## src/design/sspm_pkg.sv

```systemverilog
// Shared constants, codes and word types of the state slot pool manager.
package sspm_pkg;

    // Pool dimensions
    localparam int ACTIVE_SLOTS = 16;
    localparam int CACHED_SLOTS = 16;

    // Cached arrays keep at least one entry so that an empty cache still elaborates
    localparam int CACH_N = (CACHED_SLOTS > 0) ? CACHED_SLOTS : 1;
    localparam int ACT_W  = (ACTIVE_SLOTS > 1) ? $clog2(ACTIVE_SLOTS) : 1;
    localparam int CACH_W = (CACH_N > 1) ? $clog2(CACH_N) : 1;
    localparam int CNT_W  = $clog2(ACTIVE_SLOTS + 1);
    localparam int LEFT_W = (CACHED_SLOTS > 0) ? $clog2(CACHED_SLOTS + 1) : 1;
    localparam int SCAN_W = (ACT_W > CACH_W) ? ACT_W : CACH_W;

    // Field widths
    localparam int OP_W   = 3;
    localparam int ID_W   = 32;
    localparam int KEY_W  = 64;
    localparam int FR_W   = 8;
    localparam int TGT_W  = 8;
    localparam int STS_W  = 2;
    localparam int SLOT_W = 5;
    localparam int SOP_W  = 2;

    // Slot sums wide enough for the highest cached slot before masking
    localparam int SUM_W = ($clog2(ACTIVE_SLOTS + CACH_N) > SLOT_W) ?
                           $clog2(ACTIVE_SLOTS + CACH_N) : SLOT_W;

    localparam logic [FR_W-1:0] FRONTIER_RESET = FR_W'(16);

    // Opcodes
    localparam logic [OP_W-1:0] OP_ACQUIRE     = 3'd0;
    localparam logic [OP_W-1:0] OP_RELEASE     = 3'd1;
    localparam logic [OP_W-1:0] OP_FIND_ACTIVE = 3'd2;
    localparam logic [OP_W-1:0] OP_SNAPSHOT    = 3'd3;
    localparam logic [OP_W-1:0] OP_RESTORE     = 3'd4;
    localparam logic [OP_W-1:0] OP_FIND_CACHED = 3'd5;

    // Status codes
    localparam logic [STS_W-1:0] STS_OK      = 2'd0;
    localparam logic [STS_W-1:0] STS_INVALID = 2'd1;
    localparam logic [STS_W-1:0] STS_FULL    = 2'd2;

    // Storage commands
    localparam logic [SOP_W-1:0] SOP_NONE = 2'd0;
    localparam logic [SOP_W-1:0] SOP_ZERO = 2'd1;
    localparam logic [SOP_W-1:0] SOP_COPY = 2'd2;

    typedef enum logic [1:0] {
        ST_IDLE,
        ST_SCAN,
        ST_FINISH
    } t_state;

    typedef struct packed {
        logic [OP_W-1:0]  opcode;
        logic [ID_W-1:0]  sequence_id;
        logic [KEY_W-1:0] prefix_key;
        logic [FR_W-1:0]  frontier_index;
        logic [TGT_W-1:0] target_slot;
    } t_cmd_word;

    typedef struct packed {
        logic [STS_W-1:0]  status;
        logic              found;
        logic [SLOT_W-1:0] slot;
        logic [SOP_W-1:0]  storage_op;
        logic [SLOT_W-1:0] storage_src;
        logic [SLOT_W-1:0] storage_dst;
    } t_rsp_word;

endpackage

```

## src/design/sspm_if.sv

```systemverilog
// Handshake channels of the state slot pool manager: command, response, config.
interface sspm_cmd_if import sspm_pkg::*; ();
    logic      valid;
    logic      ready;
    t_cmd_word data;

    modport source (output valid, output data, input ready);
    modport sink   (input valid, input data, output ready);
endinterface

interface sspm_rsp_if import sspm_pkg::*; ();
    logic      valid;
    logic      ready;
    t_rsp_word data;

    modport source (output valid, output data, input ready);
    modport sink   (input valid, input data, output ready);
endinterface

interface sspm_cfg_if import sspm_pkg::*; ();
    logic            valid;
    logic            ready;
    logic [FR_W-1:0] data;

    modport source (output valid, output data, input ready);
    modport sink   (input valid, input data, output ready);
endinterface

```

## src/design/state_slot_pool_manager_top.sv

```systemverilog
// Top level of the state slot pool manager: slot allocator with a scanned tag store.
//
//   channel  dir  payload                                          handshake
//   i_cmd    in   opcode, sequence_id, prefix_key, frontier/target valid/ready
//   o_rsp    out  status, found, slot, storage_op/src/dst          valid/ready
//   i_cfg    in   frontier limit (8 bits)                          valid/ready
//
// A command is accepted, then scanned with one tag compare per cycle over the
// owner ids or the cached keys (up to 16 entries, stops at the first hit), then a
// finish step updates the pool and loads the response register.
// i_cmd.ready is high only while idle; a config word is taken every cycle.
// Reset is synchronous; no clearing pass, used bits clear at once.
// A stalled response holds in the output register and holds back the finish step.
module state_slot_pool_manager_top import sspm_pkg::*; (
    input  logic        i_clk,
    input  logic        i_rst_n,
    sspm_cmd_if.sink    i_cmd,
    sspm_rsp_if.source  o_rsp,
    sspm_cfg_if.sink    i_cfg
);

    t_state r_state, n_state;

    t_cmd_word         r_cmd;
    logic [SCAN_W-1:0] r_idx;
    logic              r_hit;
    logic [SCAN_W-1:0] r_hit_idx;
    logic [FR_W-1:0]   r_front_limit;

    logic [ACT_W-1:0]  r_free_stack [ACTIVE_SLOTS];
    logic [CNT_W-1:0]  r_free_count;
    logic [ID_W-1:0]   r_owner_id   [ACTIVE_SLOTS];
    logic [ACTIVE_SLOTS-1:0] r_owner_used;
    logic [KEY_W-1:0]  r_cached_key [CACH_N];
    logic [CACH_N-1:0] r_cached_used;
    logic [LEFT_W-1:0] r_cached_left;

    logic      r_out_valid;
    t_rsp_word r_out;

    // Control outputs of the sequencer
    logic cmd_take;
    logic scan_step;
    logic fin_fire;

    // Shared compare unit
    logic             is_key_op;
    logic [ACT_W-1:0] idx_a;
    logic [CACH_W-1:0] idx_c;
    logic             ent_hit;
    logic             scan_last;

    // Finish step
    t_rsp_word         res;
    logic              act_set;
    logic              act_clr;
    logic [ACT_W-1:0]  act_idx;
    logic              do_pop;
    logic              do_push;
    logic              do_cache;
    logic [CNT_W-1:0]  free_top;
    logic [ACT_W-1:0]  top_slot;
    logic [ACT_W-1:0]  pop_slot;
    logic [LEFT_W-1:0] left_m1;
    logic [ACT_W-1:0]  hit_a;
    logic [CACH_W-1:0] hit_c;
    logic [SUM_W-1:0]  cslot_hit;
    logic [SUM_W-1:0]  cslot_new;
    logic              tgt_ok;
    logic              fr_ok;

    // Config register
    assign i_cfg.ready = 1'b1;

    always_ff @(posedge i_clk) begin
        if (!i_rst_n) begin
            r_front_limit <= FRONTIER_RESET;
        end else if (i_cfg.valid) begin
            r_front_limit <= i_cfg.data;
        end
    end

    // Next state
    always_comb begin
        n_state = r_state;
        unique case (r_state)
            ST_IDLE: begin
                if (i_cmd.valid) n_state = ST_SCAN;
            end
            ST_SCAN: begin
                if (ent_hit || scan_last) n_state = ST_FINISH;
            end
            ST_FINISH: begin
                if (!r_out_valid || o_rsp.ready) n_state = ST_IDLE;
            end
            default: n_state = ST_IDLE;
        endcase
    end

    // Sequencer outputs
    always_comb begin
        cmd_take  = 1'b0;
        scan_step = 1'b0;
        fin_fire  = 1'b0;
        unique case (r_state)
            ST_IDLE:   cmd_take  = i_cmd.valid;
            ST_SCAN:   scan_step = 1'b1;
            ST_FINISH: fin_fire  = !r_out_valid || o_rsp.ready;
            default: ;
        endcase
    end

    assign i_cmd.ready = (r_state == ST_IDLE);

    always_ff @(posedge i_clk) begin
        if (!i_rst_n) begin
            r_state <= ST_IDLE;
        end else begin
            r_state <= n_state;
        end
    end

    // Tag compare: one entry per cycle
    assign is_key_op = (r_cmd.opcode == OP_SNAPSHOT) || (r_cmd.opcode == OP_RESTORE) ||
                       (r_cmd.opcode == OP_FIND_CACHED);
    assign idx_a = r_idx[ACT_W-1:0];
    assign idx_c = r_idx[CACH_W-1:0];
    assign ent_hit = is_key_op ?
        (r_cached_used[idx_c] && (r_cached_key[idx_c] == r_cmd.prefix_key)) :
        (r_owner_used[idx_a] && (r_owner_id[idx_a] == r_cmd.sequence_id));
    assign scan_last = is_key_op ? (r_idx == SCAN_W'(CACH_N - 1)) :
                                   (r_idx == SCAN_W'(ACTIVE_SLOTS - 1));

    always_ff @(posedge i_clk) begin
        if (!i_rst_n) begin
            r_hit <= 1'b0;
            r_idx <= '0;
        end else if (cmd_take) begin
            r_hit <= 1'b0;
            r_idx <= '0;
        end else if (scan_step) begin
            if (ent_hit) begin
                r_hit <= 1'b1;
            end else if (!scan_last) begin
                r_idx <= r_idx + SCAN_W'(1);
            end
        end
    end

    // Command and hit index payload
    always_ff @(posedge i_clk) begin
        if (cmd_take) r_cmd <= i_cmd.data;
        if (scan_step && ent_hit) r_hit_idx <= r_idx;
    end

    // Finish step: decide the response and the pool update
    assign free_top  = r_free_count - CNT_W'(1);
    assign top_slot  = r_free_stack[free_top[ACT_W-1:0]];
    assign pop_slot  = ({1'b0, top_slot} >= (ACT_W + 1)'(ACTIVE_SLOTS)) ? '0 : top_slot;
    assign left_m1   = r_cached_left - LEFT_W'(1);
    assign hit_a     = r_hit_idx[ACT_W-1:0];
    assign hit_c     = r_hit_idx[CACH_W-1:0];
    assign cslot_hit = SUM_W'(ACTIVE_SLOTS) + SUM_W'(hit_c);
    assign cslot_new = SUM_W'(ACTIVE_SLOTS) + SUM_W'(left_m1);
    assign tgt_ok    = ({1'b0, r_cmd.target_slot} < (TGT_W + 1)'(ACTIVE_SLOTS));
    assign fr_ok     = (r_cmd.frontier_index < r_front_limit);

    always_comb begin
        res      = '0;
        act_set  = 1'b0;
        act_clr  = 1'b0;
        act_idx  = hit_a;
        do_pop   = 1'b0;
        do_push  = 1'b0;
        do_cache = 1'b0;
        case (r_cmd.opcode)
            OP_ACQUIRE: begin
                if (r_hit) begin
                    res.found = 1'b1;
                    res.slot  = SLOT_W'(hit_a);
                end else if ((r_free_count == '0) ||
                             (r_free_count > CNT_W'(ACTIVE_SLOTS))) begin
                    res.status = STS_FULL;
                end else begin
                    do_pop          = 1'b1;
                    act_set         = 1'b1;
                    act_idx         = pop_slot;
                    res.found       = 1'b1;
                    res.slot        = SLOT_W'(pop_slot);
                    res.storage_op  = SOP_ZERO;
                    res.storage_dst = SLOT_W'(pop_slot);
                end
            end
            OP_RELEASE: begin
                if (r_hit) begin
                    act_clr   = 1'b1;
                    do_push   = (r_free_count < CNT_W'(ACTIVE_SLOTS));
                    res.found = 1'b1;
                    res.slot  = SLOT_W'(hit_a);
                end
            end
            OP_FIND_ACTIVE: begin
                if (r_hit) begin
                    res.found = 1'b1;
                    res.slot  = SLOT_W'(hit_a);
                end
            end
            OP_SNAPSHOT: begin
                if (!tgt_ok || !fr_ok) begin
                    res.status = STS_INVALID;
                end else if (r_hit) begin
                    res.found = 1'b1;
                    res.slot  = cslot_hit[SLOT_W-1:0];
                end else if ((r_cached_left == '0) ||
                             (r_cached_left > LEFT_W'(CACHED_SLOTS))) begin
                    res.status = STS_FULL;
                end else begin
                    do_cache        = 1'b1;
                    res.found       = 1'b1;
                    res.slot        = cslot_new[SLOT_W-1:0];
                    res.storage_op  = SOP_COPY;
                    res.storage_src = r_cmd.target_slot[SLOT_W-1:0];
                    res.storage_dst = cslot_new[SLOT_W-1:0];
                end
            end
            OP_RESTORE: begin
                if (!tgt_ok || !r_hit) begin
                    res.status = STS_INVALID;
                end else begin
                    res.found       = 1'b1;
                    res.slot        = cslot_hit[SLOT_W-1:0];
                    res.storage_op  = SOP_COPY;
                    res.storage_src = cslot_hit[SLOT_W-1:0];
                    res.storage_dst = r_cmd.target_slot[SLOT_W-1:0];
                end
            end
            OP_FIND_CACHED: begin
                if (r_hit) begin
                    res.found = 1'b1;
                    res.slot  = cslot_hit[SLOT_W-1:0];
                end
            end
            default: res.status = STS_INVALID;
        endcase
    end

    // Pool state with reset values
    always_ff @(posedge i_clk) begin
        if (!i_rst_n) begin
            for (int i = 0; i < ACTIVE_SLOTS; i++) begin
                r_free_stack[i] <= ACT_W'(i);
            end
            r_free_count  <= CNT_W'(ACTIVE_SLOTS);
            r_owner_used  <= '0;
            r_cached_used <= '0;
            r_cached_left <= LEFT_W'(CACHED_SLOTS);
        end else if (fin_fire) begin
            if (do_pop) r_free_count <= free_top;
            if (do_push) begin
                r_free_stack[r_free_count[ACT_W-1:0]] <= hit_a;
                r_free_count <= r_free_count + CNT_W'(1);
            end
            if (act_set) r_owner_used[act_idx] <= 1'b1;
            if (act_clr) r_owner_used[act_idx] <= 1'b0;
            if (do_cache) begin
                r_cached_used[left_m1[CACH_W-1:0]] <= 1'b1;
                r_cached_left <= left_m1;
            end
        end
    end

    // Tag stores, valid only where the used bit is set
    always_ff @(posedge i_clk) begin
        if (fin_fire && act_set) r_owner_id[act_idx] <= r_cmd.sequence_id;
        if (fin_fire && do_cache) r_cached_key[left_m1[CACH_W-1:0]] <= r_cmd.prefix_key;
    end

    // Response register
    always_ff @(posedge i_clk) begin
        if (!i_rst_n) begin
            r_out_valid <= 1'b0;
        end else if (fin_fire) begin
            r_out_valid <= 1'b1;
        end else if (o_rsp.ready) begin
            r_out_valid <= 1'b0;
        end
    end

    always_ff @(posedge i_clk) begin
        if (fin_fire) r_out <= res;
    end

    assign o_rsp.valid = r_out_valid;
    assign o_rsp.data  = r_out;

endmodule

```

## src/flat_wrapper.sv

```systemverilog
// flat-port wrapper written by rule: the top's interface ports become plain ports
module state_slot_pool_manager_top_flat import sspm_pkg::*;
  (i_clk, i_rst_n, i_cmd_valid, i_cmd_data, i_cmd_ready, o_rsp_valid, o_rsp_data, o_rsp_ready, i_cfg_valid, i_cfg_data, i_cfg_ready);
  sspm_cmd_if i_cmd_i ();
  sspm_rsp_if o_rsp_i ();
  sspm_cfg_if i_cfg_i ();
  input  logic i_clk;
  input  logic i_rst_n;
  input wire logic [$bits(i_cmd_i.valid)-1:0] i_cmd_valid;
  input wire logic [$bits(i_cmd_i.data)-1:0] i_cmd_data;
  output wire logic [$bits(i_cmd_i.ready)-1:0] i_cmd_ready;
  output wire logic [$bits(o_rsp_i.valid)-1:0] o_rsp_valid;
  output wire logic [$bits(o_rsp_i.data)-1:0] o_rsp_data;
  input wire logic [$bits(o_rsp_i.ready)-1:0] o_rsp_ready;
  input wire logic [$bits(i_cfg_i.valid)-1:0] i_cfg_valid;
  input wire logic [$bits(i_cfg_i.data)-1:0] i_cfg_data;
  output wire logic [$bits(i_cfg_i.ready)-1:0] i_cfg_ready;
  assign i_cmd_i.valid = i_cmd_valid;
  assign i_cmd_i.data = i_cmd_data;
  assign i_cmd_ready = i_cmd_i.ready;
  assign o_rsp_valid = o_rsp_i.valid;
  assign o_rsp_data = o_rsp_i.data;
  assign o_rsp_i.ready = o_rsp_ready;
  assign i_cfg_i.valid = i_cfg_valid;
  assign i_cfg_i.data = i_cfg_data;
  assign i_cfg_ready = i_cfg_i.ready;
  state_slot_pool_manager_top u_core (.i_clk(i_clk), .i_rst_n(i_rst_n), .i_cmd(i_cmd_i), .o_rsp(o_rsp_i), .i_cfg(i_cfg_i));
endmodule
```

## config.mk

```make
export PLATFORM = sky130hd
export DESIGN_NAME = state_slot_pool_manager_top_flat
export DESIGN_NICKNAME = d
export VERILOG_FILES = /design/src/design/sspm_pkg.sv /design/src/design/sspm_if.sv /design/src/design/state_slot_pool_manager_top.sv /design/src/flat_wrapper.sv
export SDC_FILE = /design/constraint.sdc
export NUM_CORES = 2
export LEC_CHECK = 0
export ABC_AREA = 1
export BUFFER_PORTS_ARGS = -buffer_cell sky130_fd_sc_hd__buf_2
export CELL_PAD_IN_SITES_DETAIL_PLACEMENT = 1
export CELL_PAD_IN_SITES_GLOBAL_PLACEMENT = 2
export CORE_UTILIZATION = 46
export DETAILED_ROUTE_END_ITERATION = 12
export GPL_ROUTABILITY_DRIVEN = 0
export PLACE_DENSITY = 0.92
export SETUP_SLACK_MARGIN = 0.1
export SKIP_CTS_REPAIR_TIMING = 1
export SYNTH_ARGS = -nofsm -noshare
export SYNTH_HDL_FRONTEND = slang
export SYNTH_SLANG_ARGS = --single-unit
```

## constraint.sdc

```tcl
create_clock -name i_clk -period 11.5 [get_ports i_clk]
set_clock_uncertainty 0.15 [all_clocks]
set_input_delay 1.15 -clock i_clk [delete_from_list [all_inputs] [get_ports i_clk]]
set_output_delay 1.15 -clock i_clk [all_outputs]
set_load 0.02 [all_outputs]
```

[Word level (Yosys, flattened, before mapping)]
Memories as Yosys holds them, arrays and structs flattened. A register that Yosys moved wholly into a read port is not among the register bits.
Index checks and enable logic that the tools add are counted.
Storage, ports and cells
  bits in registers: 197
  latch bits: 0
  RAM bits: 1600
  ROM bits: 0
  input port bits: 128
  output and inout bits: 23
  logic and storage cells: 171
  memories kept: 3
Memories
  u_core.r_cached_key: depth 16, width 64, read ports 1, clocked after Yosys merged registers in 1, wr ports 1, RTL line state_slot_pool_manager_top.sv:34  | logic [KEY_W-1:0] r_cached_key [CACH_N];
  u_core.r_owner_id: depth 16, width 32, read ports 1, clocked after Yosys merged registers in 1, wr ports 1, RTL line state_slot_pool_manager_top.sv:32  | logic [ID_W-1:0] r_owner_id [ACTIVE_SLOTS];
  u_core.r_free_stack: depth 16, width 4, read ports 1, clocked after Yosys merged registers in 0, wr ports 16, RTL line state_slot_pool_manager_top.sv:30  | logic [ACT_W-1:0] r_free_stack [ACTIVE_SLOTS];
Cells by class
  $add $sub $neg: 6
  $mul: 0
  div/mod/pow operators: 0
  $lt $le $gt $ge: 10
  equality and inequality tests: 13
  shift operators: 0
  mux-type cells: 77
  bitwise operators: 7
  reductions and logical operators: 34
Operators by type and width (count)
  $eq 64x64->1: 1
  $mux 16: 4
  $mux 18: 3
  $mux 4: 10
  $eq 32x32->1: 1
  $mux 1: 32
  $or 16x16->16: 2
  $pmux 6 s5: 1
  $mux 6: 4
  $mux 2: 9
  $and 16x16->16: 1
  $not 16->16: 1
  $lt 4x5->1 const B: 3
  $mux 5: 3
  $pmux 5 s3: 1
  $mux 12: 1
  $pmux 2 s3: 2
  $gt 5x5->1 const B: 2
  $logic_not 5->1: 2
  $pmux 5 s2: 1
  $sub 5x1->5 const B: 2
  $bmux 1 s4: 2
  $demux 1 s4: 2
  $ge 4x1->1 const B: 2
  other kinds (29): 55

[Logic depth before layout (Yosys ltp)]
  word-level depth: 15
  depth in mapped cells: 23
  mapped depth without buffers: 19

[Least setup slack after synthesis]
No wires, ideal clock.
  path type: input -> register
  start: input i_cmd_valid
  end: register with a tool-made name
  setup time: 0.131 ns
  arrival time: 6.532 ns
  data required time: 11.219 ns
  setup slack: 4.687 ns
  stages: 5
  buffers on the path: 0
  cells stage by stage: inv_1 -> nor2_1 -> nor2_1 -> inv_1 -> a21oi_1
RTL lines
  from (decl): RTL line flat_wrapper.sv:9  | input wire logic [$bits(i_cmd_i.valid)-1:0] i_cmd_valid;

==> summary.txt <==
Run status
  – Status: completed

STA
  – Final setup violation count: 0
  – Total negative slack: 0 ns
  – Unrepaired setup endpoints after global routing: false
  – Fin crit period: 6.25 ns
  – Worst Tran Pin Value: 1.18 ns
  – Max Clock Freq: 160 MHz
  – Fin. Hold Viols: 0
  – Max transition margin: 0.216
  – Period utilisation layout: 0.543
  – Final worst slack: 5.25 ns
  – Slew Viols, Final: 0

Setup path
  – Setup crit end kind: flip-flop
  – Kind of critical path: flip-flop to flip-flop
  – FF-to-FF path depth: 20
  – Setup crit start kind: flip-flop
  – RR Endpoint: u_core.hit_a[1]
  – Worst Setup EP: u_core.hit_a[1]
  – Worst Path Arrival: 6.59 ns
  – Worst reg2reg setup slack: 5.25 ns
  – Req. time, crit path: 11.84 ns
  – CP max FO: 187

Route
  – Post-Route WL: 224000 um
  – Initial DRC count: 5336
  – Via count: 51300
  – M1 WL: 92300 um
  – DRC violations left: 0
  – Final ANT Viol Nets: 0
  – Met3 WL: 12500 um
  – WL met2: 112000 um
  – Vias/cell: 5.69
  – WL/cell: 24.8 um
  – Drt first pass iters: 5
  – Max layer used: met4

Synthesis
  – Adder-Cell Fraction of Synth Area: 0.00284
  – Synth top cells by count: 1739 x edfxtp_1, 1681 x nand2_1, 767 x nor2_1
  – EDFF count, synth: 1739
  – Mux contribution to synthesized area: 0
  – Synthesized cell area: 0.0750 mm2
  – Sequential fraction of the synthesis area: 0.713
  – Synth Instances: 6645
  – Post-Synth Simple-Gate Area: 0.176
  – Most frequent cell after synthesis: edfxtp_1
  – Post-synthesis xor/xnor area fraction: 0.00128
  – Syn. warnings: 0
  – Syn avg cell area: 11.3 um2
  – FF+latch count, synth: 1801
  – Main synth FF type: edfxtp_1
  – Share of the synthesized area in the top cell type: 0.696
  – Synth unique cells: 43
  – Synth area leaders: edfxtp_1 70%, nand2_1 8.4%, nand3_1 4.9%, nor2_1 3.8%, inv_1 2.6%
  – Mapped Nets: 6790
  – Complex-gate fraction of the synthesized area: 0.0554
  – Yosys top cell by area: edfxtp_1
  – Asr flop ratio synth: 0
  – Largest family of logic cells by synthesized area: simple AND/OR/NAND/NOR gates

Floorplan
  – Die area: 0.165 mm2
  – DIE WIDTH: 406 um
  – Starting density of the core: 0.465
  – Core area: 0.161 mm2
  – Site Rows: 147
  – Die height: 406 um
  – Top-Level Pins: 151

Power
  – VDD IR max: 0.150 mV
  – P_leak: 30.8 nW
  – Tot Pwr: 0.0145 W
  – Cell Pwr Density: 173 mW/mm2

Global route
  – Initial antenna violation count: 6
  – Grt total ovfl: 0
  – Largest net degree at the start of global routing: 286
  – Vias in the first global route: 53900
  – Global-route wire length before repair: 333000 um
  – Total GRT Usage: 0.271

Clock network
  – Num CTS Buffers: 186
  – CTS tree: done
  – H-tree levels: 4
  – Clock buffer depth: 3
  – Clock Sinks: 1801
  – CTS Root Cell: clkbuf_16
  – Clk slew on worst S/H paths: 0.06 ns
  – Clk Latency, worst-skew pair: 0.86 ns

Placed design
  – Pre-CTS WS: 5.41 ns
  – Placed insts: 8681
  – IO buf count: 149
  – Post-DP HPWL: 118000 um
  – Placement Cell Area: 0.0775 mm2

Hold path
  – Cell count of the worst hold path: 1
  – Class of the worst hold path: input port to flip-flop

Layout
  – Fin cells: 9028
  – Design area: 0.0836 mm2
  – Nets: 6854
  – Area delta synth->final: 11.5%
  – Layout cells sized above 1: 0.0788
  – Fill count: 16900

Flow run
  – Max Cap Violations: 0
==> worst min path at each step <==
stage	slack, ns	to	startpoint
2_1_floorplan	0.26	u_core.hit_a[2]	u_core.idx_a[2]
3_3_place_gp	0.29	u_core.r_front_limit[0]	u_core.r_front_limit[0]
3_5_place_dp	0.31	u_core.r_owner_used[8]	u_core.r_owner_used[8]
4_1_cts	0.27	u_core.r_cmd[22]	i_cmd_data[22]
5_1_grt	0.29	u_core.r_cmd[22]	i_cmd_data[22]
6_report	0.31	u_core.r_cmd[61]	i_cmd_data[61]
==> layer usage <==
layer / vias up / global-route usage
li1: 22900 / -
met1: 26300 / 0.351
met2: 1731 / 0.465
met3: 460 / 0.0367
met4: 0 / 0.0949
met5: - / 0
==> worst max-delay path: stages, from the launching register on <==
cell and delay, ns:
dfxtp_4 0.60, buf_4 0.61, buf_12 0.47, buf_4 0.72
buf_4 0.76, nor2_1 0.14, nor2_1 0.14, o21ai_0 0.11
nand3_1 0.13, nand3_1 0.13, nand3_1 0.13, nand2_1 0.06
inv_1 0.07, nand2_1 0.06, nor2_1 0.09, nand2_1 0.06
nor2_1 0.37, nand3_2 0.29, nand2_1 0.14, nand2_1 0.07
inv_1 0.17
==> kinds of logic (layout without fill, tap and decap cells) <==
family | Yosys count | after routing
and+or+nand+nor | 3225 | 3225
AOI/OAI and AO/OA | 715 | 715
xor gates and xnor gates | 11 | 11
buffers and inverters | 875 | 1097
adders and majority gates | 17 | 17
other | 1 | 2
DFF | 1801 | 1801
==> flip-flops by register name, indices dropped and copies added (netlist names), named ones only <==
name	flops
u_core.r_cached_key	1024
u_core.r_owner_id	512
u_core.r_cmd	115
u_core.r_free_stack	64
u_core.o_rsp.data	20
u_core.r_cached_used	16
u_core.r_owner_used	16
u_core.r_front_limit	8
u_core.r_cached_left	5
u_core.r_free_count	5
u_core.hit_a	4
u_core.idx_a	4
u_core.r_state	2
u_core.o_rsp.valid	1
u_core.r_hit	1
==> layout by cell type, fill, tap and decap left out, drive strengths merged, types with 10 or more instances in the layout <==
cell type / instances
o221ai: 10
o21ai: 406
buf: 228
nor2: 770
bufinv: 10
edfxtp: 1739
inv: 517
o21a: 18
a22oi: 12
nand3: 736
ha: 17
a21oi: 86
clkinv: 91
nand2: 1681
or2: 10
nand3b: 17
clkbuf: 244
dfxtp: 62
o211ai: 166
==> power breakdown <==
group / total [W] / internal [W] / switching, W
Sequential: 0.00749 / 0.00732 / 0.000173
Combinational: 0.000960 / 0.000272 / 0.000688
Clock: 0.00600 / 0.00333 / 0.00267
==> stage by stage <==
stage                util  hold WS, ns
floorplan               -        0.256
global placement    0.481        0.287
detailed placement  0.481        0.306
CTS                 0.519        0.267
global route        0.519        0.289
finish              0.519        0.314
==> layout make-up <==
| type | instances | area [um2] | share of cell area |
|---|---|---|---|
| diodes | 1 | 2.50 | 0.0000299 |
| clock buffers | 244 | 5020 | 0.0600 |
| flip-flops and latches | 1801 | 53500 | 0.640 |
| clock inverters | 102 | 1080 | 0.0129 |
| multi-input cells | 3969 | 17900 | 0.214 |
| inverters | 523 | 2010 | 0.0241 |
| repair buffers | 228 | 1440 | 0.0172 |
| well taps | 2160 | 2700 | 0.0323 |
Power figures use the tool's default switching activity.
